**config.mk**
```make
export PLATFORM = sky130hd
export DESIGN_NAME = grac_alu
export DESIGN_NICKNAME = d
export VERILOG_FILES = /design/src/design/guillotine_rect_allocator_core_macros.svh /design/src/design/grac_pkg.sv /design/src/design/grac_alu.sv
export SDC_FILE = /design/constraint.sdc
export NUM_CORES = 1
export LEC_CHECK = 0
export BUFFER_PORTS_ARGS = -buffer_cell sky130_fd_sc_hd__buf_2
export CAP_MARGIN = 20
export CORE_ASPECT_RATIO = 0.8
export CORE_UTILIZATION = 24
export DETAILED_ROUTE_END_ITERATION = 7
export GPL_TIMING_DRIVEN = 0
export PLACE_DENSITY = 0.55
export SLEW_MARGIN = 20
export SYNTH_ARGS = -nofsm -noshare
export SYNTH_HDL_FRONTEND = slang
export SYNTH_SLANG_ARGS = --single-unit
```
**constraint.sdc**
```tcl
create_clock -name vclk -period 3
set_clock_uncertainty 0.15 [all_clocks]
set_input_delay 0.3 -clock vclk [all_inputs]
set_output_delay 0.3 -clock vclk [all_outputs]
set_load 0.03 [all_outputs]
```
**src/design/guillotine_rect_allocator_core_macros.svh**
```systemverilog
// ----------------------------------------------------------------------------
// guillotine rect allocator assertion macros
// short forms for the concurrent checks in the design
// ----------------------------------------------------------------------------
`ifndef GUILLOTINE_RECT_ALLOCATOR_CORE_MACROS_SVH
`define GUILLOTINE_RECT_ALLOCATOR_CORE_MACROS_SVH

// condition holds at every clock edge out of reset
`define GRAC_ASSERT(lbl, cond) \
lbl: assert property (@(posedge clk) disable iff (!arst_n) (cond)) \
	else $error("grac assertion failed");

// antecedent implies consequent in the same cycle
`define GRAC_ASSERT_IMP(lbl, ante, cons) \
lbl: assert property (@(posedge clk) disable iff (!arst_n) (ante) |-> (cons)) \
	else $error("grac implication failed");

`endif

```
**src/design/grac_pkg.sv**
```systemverilog
// ----------------------------------------------------------------------------
// grac_pkg
// shared types and constants of the guillotine rect allocator
// ----------------------------------------------------------------------------
package grac_pkg;

	localparam int FREE_SLOTS = 256;
	localparam int SLOT_W     = $clog2(FREE_SLOTS);
	localparam int CNT_W      = SLOT_W + 1;
	localparam int MAX_DIM    = 4096;
	localparam int DIM_W      = $clog2(MAX_DIM) + 1;
	localparam int POS_W      = $clog2(MAX_DIM);
	localparam int GRP        = 8;
	localparam int GRP_LW     = $clog2(GRP);
	localparam int GRP_W      = SLOT_W - GRP_LW;

	// response status codes
	localparam logic [1:0] RSP_PLACED  = 2'd0;
	localparam logic [1:0] RSP_NOFIT   = 2'd1;
	localparam logic [1:0] RSP_FULL    = 2'd2;
	localparam logic [1:0] RSP_CLEARED = 2'd3;

	// shared unit operations
	localparam logic ALU_ADD = 1'b0;
	localparam logic ALU_SUB = 1'b1;

	// configuration register indexes
	localparam logic CFG_ATLAS_W = 1'b0;
	localparam logic CFG_ATLAS_H = 1'b1;

	typedef struct packed {
		logic             req_type;
		logic [DIM_W-1:0] req_width;
		logic [DIM_W-1:0] req_height;
		logic             split_choice;
	} req_t;

	typedef struct packed {
		logic [1:0]       status;
		logic [POS_W-1:0] pos_x;
		logic [POS_W-1:0] pos_y;
	} rsp_t;

	typedef struct packed {
		logic [POS_W-1:0] left;
		logic [POS_W-1:0] top;
		logic [DIM_W-1:0] wide;
		logic [DIM_W-1:0] tall;
	} rect_t;

	typedef struct packed {
		logic [SLOT_W-1:0] first;
		logic [SLOT_W-1:0] second;
	} alt_t;

	typedef struct packed {
		logic             op;
		logic [DIM_W-1:0] a;
		logic [DIM_W-1:0] b;
	} alu_req_t;

endpackage

```
**src/design/grac_alu.sv**
```systemverilog
// ----------------------------------------------------------------------------
// grac_alu
// shared add / subtract-compare unit for fit tests and split geometry
// ----------------------------------------------------------------------------
module grac_alu import grac_pkg::*; (
	input  alu_req_t         cmd,
	output logic [DIM_W-1:0] res,
	output logic             borrow
);

	logic [DIM_W:0] sum;

	always_comb begin
		if (cmd.op == ALU_SUB) begin
			sum = {1'b0, cmd.a} - {1'b0, cmd.b};
		end else begin
			sum = {1'b0, cmd.a} + {1'b0, cmd.b};
		end
		res    = sum[DIM_W-1:0];
		// a < b on subtract
		borrow = sum[DIM_W];
	end

endmodule

```
==> impl_table.tex, run 1 <==
\begin{tabular}{lr}
\hline
Metric & Value \\
\hline
\multicolumn{2}{l}{\textbf{Global route}} \\
\quad Global Route met2 Usage & 26.6\% \\
\quad Via count of the first global-routing pass & 930 \\
\quad Routing layer with the top usage in global route & met2 \\
\quad GR Overflow Total & 0 \\
\quad Largest net degree at the start of global routing & 11 \\
\quad Global Route Usage Sum & 13.3\% \\
\quad Number of antenna violations at the first check in global routing & 0 \\
\quad First-pass GRT wire length & 3.80 mm \\
\quad Met3 Track Usage GR & 0.625\% \\
\quad Met1 track demand over resource & 15.9\% \\
\multicolumn{2}{l}{\textbf{Run status}} \\
\quad Result of the run & finished with violations \\
\quad Violated checks & negative setup slack \\
\multicolumn{2}{l}{\textbf{Power}} \\
\quad Worst supply voltage drop on vdd & 0.151 mV \\
\quad Portion of total power attributed to the clock network & 0\% \\
\quad Leakage power total & 0.635 nW \\
\quad Power density over cell area & 386 nW/µm² \\
\quad Relative contribution of combinational cells to total power & 100.0\% \\
\quad Overall power consumption & 0.519 mW \\
\quad Cell-internal power & 0.216 mW \\
\quad Sw frac & 58.3\% \\
\quad Sequential cell fraction of total power & 0\% \\
\quad Net switching component of the power & 0.302 mW \\
\multicolumn{2}{l}{\textbf{Drt}} \\
\quad Vias per Instance & 4.88 \\
\quad Residual DRC count & 0 \\
\quad Number of DRC violations after detailed-routing iteration 0 & 33 \\
\quad Wire length after detailed routing & 2.53 mm \\
\quad Final routed wire length divided by cell count & 12.1 µm \\
\quad Drt first pass iters & 4 \\
\quad Overall via count from detail\_route & 1020 \\
\quad Antenna Violating Nets Remaining & 0 \\
\multicolumn{2}{l}{\textbf{Setup path}} \\
\quad Crit-path leading delay family & simple AND/OR/NAND/NOR gates \\
\quad Cell repeated most along the worst path & sky130\_fd\_sc\_hd\_\_xnor2\_2 \\
\quad Slowest-stage cell, CP & sky130\_fd\_sc\_hd\_\_or4\_4 \\
\quad Critical path start-end classification & in -> out \\
\quad Largest driver fanout on the critical path & 5 \\
\quad Crit-path cells & buf\_4 > or4\_4 > nand2b\_1 > nand2\_2 > xnor2\_2 > ha\_4 > and4\_4 > and2\_4 > a221o\_1 > a21oi\_2 > o21bai\_2 > xnor2\_2 > buf\_6 \\
\quad Launching element type of the critical path & input port \\
\quad Largest stage delay on the critical path & 0.55 ns \\
\quad Worst EP required & 2.55 ns \\
\quad Total buffers and inverters traversed by the critical path & 2 \\
\quad Arrival time worst endpoint & 2.80 ns \\
\quad Sort of element at the end of the critical path & output pin \\
\multicolumn{2}{l}{\textbf{Cells and area}} \\
\quad Multi-input combinational cell area & 920 µm² \\
\quad Number of sequential cells in the layout & 0 \\
\quad Nets@finish & 213 \\
\quad Share of final-layout standard cells stronger than drive strength 1 & 48.5\% \\
\quad Layout Utilization & 42.3\% \\
\quad Clock buffer instance count of the final layout & 0 \\
\quad Filler cells & 318 \\
\quad Antenna fix cells & 0 \\
\quad Final instance area & 1340 µm² \\
\quad Area grow syn2layout & 62.1\% \\
\quad Flip-flop and latch area & 0 µm² \\
\multicolumn{2}{l}{\textbf{Run}} \\
\quad Number of max-cap violations & 0 \\
\multicolumn{2}{l}{\textbf{Timing}} \\
\quad Transition time of the tightest slew-check pin & 0.302 ns \\
\quad Share of the cycle needed by the critical path after routing & 108\% \\
\quad Headroom to the max-slew limit & 79.8\% \\
\quad Peak clock frequency supported by timing & 0.308 GHz \\
\quad Fin. max-slew vios & 0 \\
\quad Clock period minus final worst setup slack & 3.25 ns \\
\quad Worst path setup slack after routing & -0.249 ns \\
\quad Final Hold Vio Count & 0 \\
\quad Final number of setup-violating endpoints & 3 \\
\quad Setup repair after global routing missed its margin & true \\
\multicolumn{2}{l}{\textbf{Floorplan}} \\
\quad Site Rows & 18 \\
\quad Die area & 3690 µm² \\
\quad Die span in x & 67.7 µm \\
\quad Starting Density & 26.1\% \\
\quad Die height & 54.5 µm \\
\quad Number of I/O pins & 41 \\
\quad Core Area & 3180 µm² \\
\multicolumn{2}{l}{\textbf{Synthesis}} \\
\quad Avg Synthesized Cell Area & 7.14 µm² \\
\quad Share of the yosys chip area belonging to registers & 0\% \\
\quad Netlist Area Pre-Place & 828 µm² \\
\quad Most common cell in the synthesized netlist & sky130\_fd\_sc\_hd\_\_xnor2\_1 \\
\quad Gate Count Post-Synth & 116 \\
\quad Share of Yosys cell area claimed by the top area cell type & 21.1\% \\
\quad Top cells by area, synth & sky130\_fd\_sc\_hd\_\_ha\_1 21\%, sky130\_fd\_sc\_hd\_\_xnor2\_1 19\%, sky130\_fd\_sc\_hd\_\_a21oi\_1 6.6\% \\
\quad Number of nets in the synthesized netlist & 158 \\
\quad Cell accounting for the most synthesized area & sky130\_fd\_sc\_hd\_\_ha\_1 \\
\quad Number of distinct library cells after synthesis & 32 \\
\quad Commonest cells in the synthesized netlist & 18 x sky130\_fd\_sc\_hd\_\_xnor2\_1, 14 x sky130\_fd\_sc\_hd\_\_ha\_1, 13 x sky130\_fd\_sc\_hd\_\_nor2\_1, 11 x sky130\_fd\_sc\_hd\_\_a21oi\_1, 7 x sky130\_fd\_sc\_hd\_\_inv\_1 \\
\quad Total of warnings raised by yosys & 0 \\
\multicolumn{2}{l}{\textbf{Clock tree}} \\
\quad Hold-fix buffers, CTS & 0 \\
\multicolumn{2}{l}{\textbf{Worst hold path}} \\
\quad Path type of the worst min-delay path & in -> out \\
\multicolumn{2}{l}{\textbf{Placement}} \\
\quad IO Port Bufs & 41 \\
\quad Dpl cell area & 1110 µm² \\
\quad Final weighted congestion in routability-driven placement & 0.819 \\
\quad Hpwl dp & 2.03 mm \\
\hline
\end{tabular}
final timing paths:
path                    start     end  cells after the start
worst max-delay path   cmd[8]  borrow                     13
worst min-delay path  cmd[13]  res[0]                      5
cells by family after synthesis:
group	share of synthesized area, %
buf+inv	3.63
xor+xnor	24.3
fa+ha+maj	23.6
mux	1.21
simple gates	23.1
compound gates	24.2
area by class of cell:
class                           instances  area share, %
Multi-Input combinational cell        108           68.5
Inverter                                7           1.96
Tap cell                               40           3.73
Timing Repair Buffer                   53           25.4
Buffer                                  1          0.373
cells in the final DEF (no fill, tap or decap), types with 2 or more instances in the layout:
cell / netlist / routed
sky130_fd_sc_hd__buf_2: 0 / 34
sky130_fd_sc_hd__xnor2_1: 18 / 15
sky130_fd_sc_hd__buf_4: 0 / 14
sky130_fd_sc_hd__nor2_1: 13 / 11
sky130_fd_sc_hd__ha_1: 14 / 11
sky130_fd_sc_hd__inv_1: 7 / 7
sky130_fd_sc_hd__o21ai_1: 6 / 7
sky130_fd_sc_hd__a21oi_1: 11 / 7
sky130_fd_sc_hd__a21oi_2: 2 / 6
sky130_fd_sc_hd__xor2_1: 5 / 5
sky130_fd_sc_hd__buf_6: 0 / 5
sky130_fd_sc_hd__a21o_1: 4 / 4
sky130_fd_sc_hd__nand2_2: 1 / 3
sky130_fd_sc_hd__xnor2_2: 0 / 3
sky130_fd_sc_hd__nor3_1: 5 / 3
sky130_fd_sc_hd__nand2_1: 5 / 3
sky130_fd_sc_hd__nor3_2: 1 / 2
sky130_fd_sc_hd__nand2b_1: 2 / 2
sky130_fd_sc_hd__nor2_2: 0 / 2
sky130_fd_sc_hd__o21a_1: 2 / 2
sky130_fd_sc_hd__nand4_1: 2 / 2
sky130_fd_sc_hd__a31oi_1: 2 / 2
sky130_fd_sc_hd__ha_2: 0 / 2
per-layer routing:
layer | routed length, µm | vias up | part of all wire (%)
li1 | - | 522 | -
met1 | 989 | 469 | 39
met2 | 1390 | 25 | 55
met3 | 117 | 4 | 4.6
met4 | 32 | 0 | 1.3
met5 | 0 | - | 0
power groups by stage:
stage / sequential [mW] / combinational [mW] / clock, mW
detailed placement: 0 / 0.444 / 0
global placement: 0 / 0.438 / 0
floorplan: 0 / 0.330 / 0
finish: 0 / 0.519 / 0
global route: 0 / 0.559 / 0
CTS: 0 / 0.484 / 0
stage by stage:
| stage | cells | hold slack (ns) | setup slack [ns] | TNS, ns |
|---|---|---|---|---|
| floorplan | 116 | 0.675 | -0.0740 | -0.0740 |
| global placement | 197 | 0.881 | -0.422 | -0.839 |
| detailed placement | 197 | 0.887 | -0.460 | -0.880 |
| CTS | 204 | 0.888 | -0.341 | -0.708 |
| global route | 209 | 0.923 | -0.345 | -0.910 |
| finish | 209 | 0.884 | -0.249 | -0.522 |
what timing repair did:
| action | 4_1_cts | 5_1_grt |
|---|---|---|
| setup buffers | 7 | 5 |
| resized for setup | 20 | 18 |
| pin swaps | 17 | 23 |
| setup endpoints to repair | 4 | 6 |
| gates cloned | 0 | 0 |
(Power assumes the default switching activity.)
==> run 2: changes to the inputs <==
- ABC_AREA: not set -> 1
- PLACE_DENSITY: 0.55 -> 0.53
==> run 2 against run 1 <==
The run now ends clean. Via count increased by 32%. Critical path depth increased by 7. Cell count increased by 52%. Synthesized cell count increased by 86%. Total power decreased by 6.4%. Non-clock buffer count decreased by 8. Clock-buffer cell count unchanged. Worst hold slack got worse by 0.017 ns. Design area increased by 13%. Synthesized area increased by 34%. Sequential share of layout area unchanged. Critical path type unchanged.
==> impl_table.tex, run 2 <==
\begin{tabular}{lr}
\hline
Metric & Value \\
\hline
\multicolumn{2}{l}{\textbf{Synthesis}} \\
\quad Parity-gate share of the synthesized area counting xor and xnor cells & 11.8\% \\
\quad Share of the yosys chip area belonging to registers & 0\% \\
\quad Netlist Area Pre-Place & 1110 µm² \\
\quad Gate Count Post-Synth & 216 \\
\quad Avg Synthesized Cell Area & 5.14 µm² \\
\quad Synth Area in Simple Gates & 48.6\% \\
\quad Number of distinct library cells after synthesis & 22 \\
\quad Cell accounting for the most synthesized area & sky130\_fd\_sc\_hd\_\_nand2\_1 \\
\quad Number of nets in the synthesized netlist & 258 \\
\quad Combinational family with the most area after synthesis & simple AND/OR/NAND/NOR gates \\
\quad Commonest cells in the synthesized netlist & 74 x sky130\_fd\_sc\_hd\_\_nand2\_1, 44 x sky130\_fd\_sc\_hd\_\_inv\_1, 21 x sky130\_fd\_sc\_hd\_\_nand3\_1, 20 x sky130\_fd\_sc\_hd\_\_nor2\_1, 14 x sky130\_fd\_sc\_hd\_\_ha\_1 \\
\quad Top cells by area, synth & sky130\_fd\_sc\_hd\_\_nand2\_1 25\%, sky130\_fd\_sc\_hd\_\_ha\_1 16\%, sky130\_fd\_sc\_hd\_\_inv\_1 15\% \\
\quad Post-synthesis mux area share & 0\% \\
\quad Most common cell in the synthesized netlist & sky130\_fd\_sc\_hd\_\_nand2\_1 \\
\quad Total of warnings raised by yosys & 0 \\
\quad Share of the synthesized area in compound gates (AO/OA/AOI/OAI) & 6.08\% \\
\quad Post-Synth Adder-Cell Area & 17.6\% \\
\quad Share of Yosys cell area claimed by the top area cell type & 25.0\% \\
\multicolumn{2}{l}{\textbf{Worst hold path}} \\
\quad Instance count along the most critical hold path & 4 \\
\quad Path type of the worst min-delay path & in -> out \\
\quad Hold path startpoint & cmd[0] \\
\multicolumn{2}{l}{\textbf{Timing}} \\
\quad Transition time of the tightest slew-check pin & 0.461 ns \\
\quad Final Hold Vio Count & 0 \\
\quad Peak clock frequency supported by timing & 0.357 GHz \\
\quad Share of the cycle needed by the critical path after routing & 93.5\% \\
\quad Final total negative setup slack & 0 ns \\
\quad Clock period minus final worst setup slack & 2.80 ns \\
\quad Final number of setup-violating endpoints & 0 \\
\quad Fin. max-slew vios & 0 \\
\quad Worst path setup slack after routing & 0.195 ns \\
\quad Headroom to the max-slew limit & 68.9\% \\
\multicolumn{2}{l}{\textbf{Placement}} \\
\quad Number of placed instances with taps included & 314 \\
\quad Final weighted congestion in routability-driven placement & 0.808 \\
\quad Worst setup slack after placement & 0.00388 ns \\
\quad Hpwl dp & 2.62 mm \\
\quad Dpl cell area & 1390 µm² \\
\quad IO Port Bufs & 41 \\
\multicolumn{2}{l}{\textbf{Drt}} \\
\quad Residual DRC count & 0 \\
\quad Final routed wire length divided by cell count & 9.35 µm \\
\quad Overall via count from detail\_route & 1347 \\
\quad Antenna Violating Nets Remaining & 0 \\
\quad Number of DRC violations after detailed-routing iteration 0 & 30 \\
\quad Vias per Instance & 4.24 \\
\quad Wire length after detailed routing & 2.97 mm \\
\quad Drt first pass iters & 4 \\
\multicolumn{2}{l}{\textbf{Global route}} \\
\quad First-pass GRT wire length & 4.82 mm \\
\quad Number of antenna violations at the first check in global routing & 0 \\
\quad Via count of the first global-routing pass & 1162 \\
\quad Global Route Usage Sum & 11.6\% \\
\quad Largest net degree at the start of global routing & 11 \\
\quad GR Overflow Total & 0 \\
\multicolumn{2}{l}{\textbf{Cells and area}} \\
\quad Most common library cell in the layout ignoring fill and taps & sky130\_fd\_sc\_hd\_\_nand2\_1 \\
\quad Flip-flop and latch area & 0 µm² \\
\quad Antenna fix cells & 0 \\
\quad Leading cell types in the layout, fill and taps excluded & 67 x sky130\_fd\_sc\_hd\_\_nand2\_1, 41 x sky130\_fd\_sc\_hd\_\_inv\_1, 39 x sky130\_fd\_sc\_hd\_\_buf\_2, 21 x sky130\_fd\_sc\_hd\_\_nand3\_1, 17 x sky130\_fd\_sc\_hd\_\_nor2\_1 \\
\quad Share of final-layout standard cells stronger than drive strength 1 & 27.2\% \\
\quad Clock buffer instance count of the final layout & 0 \\
\quad Final instance area & 1520 µm² \\
\quad Number of sequential cells in the layout & 0 \\
\quad Filler cells & 515 \\
\quad Non-Filler Instances & 318 \\
\quad Nets@finish & 305 \\
\quad Area grow syn2layout & 36.6\% \\
\multicolumn{2}{l}{\textbf{Power}} \\
\quad Leakage power total & 0.902 nW \\
\quad Worst supply voltage drop on vdd & 0.113 mV \\
\quad Overall power consumption & 0.486 mW \\
\quad Power density over cell area & 320 nW/µm² \\
\multicolumn{2}{l}{\textbf{Setup path}} \\
\quad Total buffers and inverters traversed by the critical path & 6 \\
\quad Sort of element at the end of the critical path & output pin \\
\quad Launch point of the worst path & cmd[1] \\
\quad Number of stages on the worst setup path & 20 \\
\quad Arrival time worst endpoint & 2.35 ns \\
\quad Largest driver fanout on the critical path & 4 \\
\quad Slowest-stage cell, CP & sky130\_fd\_sc\_hd\_\_ha\_4 \\
\quad Cell repeated most along the worst path & sky130\_fd\_sc\_hd\_\_nand2\_2 \\
\quad Crit-path leading delay family & simple AND/OR/NAND/NOR gates \\
\quad Largest stage delay on the critical path & 0.29 ns \\
\quad Launching element type of the critical path & input port \\
\quad Critical path start-end classification & in -> out \\
\quad Crit-path cells & buf\_2 > inv\_2 > ha\_4 > inv\_1 > nor2\_2 > nand3b\_1 > nand2\_2 > nand2\_1 > xor2\_1 > inv\_1 > ha\_4 > nand2\_2 > inv\_2 > nand2\_2 > nor3\_2 > nand2\_2 > nand2\_2 > nand2\_1 > nand2\_1 > buf\_6 \\
\quad Worst EP required & 2.55 ns \\
\multicolumn{2}{l}{\textbf{Run status}} \\
\quad Result of the run & complete, no violations \\
\multicolumn{2}{l}{\textbf{Floorplan}} \\
\quad Die height & 62.9 µm \\
\quad Core Area & 4310 µm² \\
\quad Starting Density & 25.8\% \\
\quad Site Rows & 21 \\
\quad Die area & 4910 µm² \\
\quad Number of I/O pins & 41 \\
\quad Die span in x & 78.1 µm \\
\multicolumn{2}{l}{\textbf{Clock tree}} \\
\quad Hold-fix buffers, CTS & 0 \\
\multicolumn{2}{l}{\textbf{Run}} \\
\quad Number of max-cap violations & 0 \\
\hline
\end{tabular}
-- run 2: changes by cell type after synthesis, sizes merged, moves of 6 or more --
| cell | delta |
|---|---|
| nor2 | +8 |
| xor2 | +6 |
| xnor2 | -14 |
| nand2 | +70 |
| nand3 | +22 |
| inv | +38 |
-- run 2: final timing paths --
path                  slack, ns  endpoint
worst min-delay path       0.87    res[0]
worst max-delay path       0.20    borrow
-- run 2: logic make-up after synthesis --
group | after synthesis
XOR/XNOR | 15
adder cells (fa/ha/maj) | 15
AND/OR/NAND/NOR | 127
buffers and inverters | 46
AO/OA/AOI/OAI | 13
-- run 2: per-stage QoR --
step | hold slack (ns) | util (%)
after floorplan | 0.675 | -
after global placement | 0.861 | 32.2
after detailed placement | 0.859 | 32.2
after CTS | 0.861 | 32.3
after global routing | 0.916 | 35.2
final | 0.867 | 35.2
-- run 2: cell type report --
type	count	area (µm²)	area share, %
Buffer	1	7.51	0.495
Timing Repair Buffer	45	244	16.1
Tap cell	57	71.3	4.70
Inverter	45	169	11.1
Multi-Input combinational cell	170	1030	67.6
-- run 2: what timing repair did --
item	CTS	global route
gates cloned	0	0
resized for setup	1	23
pin swaps	0	13
buffers inserted	0	4
hold endpoints to repair	0	0
endpoints found under the setup margin	1	7
-- run 2: power breakdown --
| part | switching, mW | leakage, nW | internal [mW] |
|---|---|---|---|
| Combinational | 0.313 | 0.902 | 0.173 |
| Clock | 0 | 0 | 0 |
| Sequential | 0 | 0 | 0 |
-- run 2: layer usage --
metal | track usage, % | vias up | share of wire (%)
met5 | 0 | - | 0
met1 | 18.1 | 566 | 53
li1 | - | 754 | -
met4 | 0 | 0 | 0
met2 | 18.1 | 27 | 42
met3 | 0.584 | 0 | 4.6
-- run 2: worst min-delay path: cells and delay by family --
family | cells | cell delay, ns
buf+inv | 3 | 0.29
fa+ha+maj | 1 | 0.13
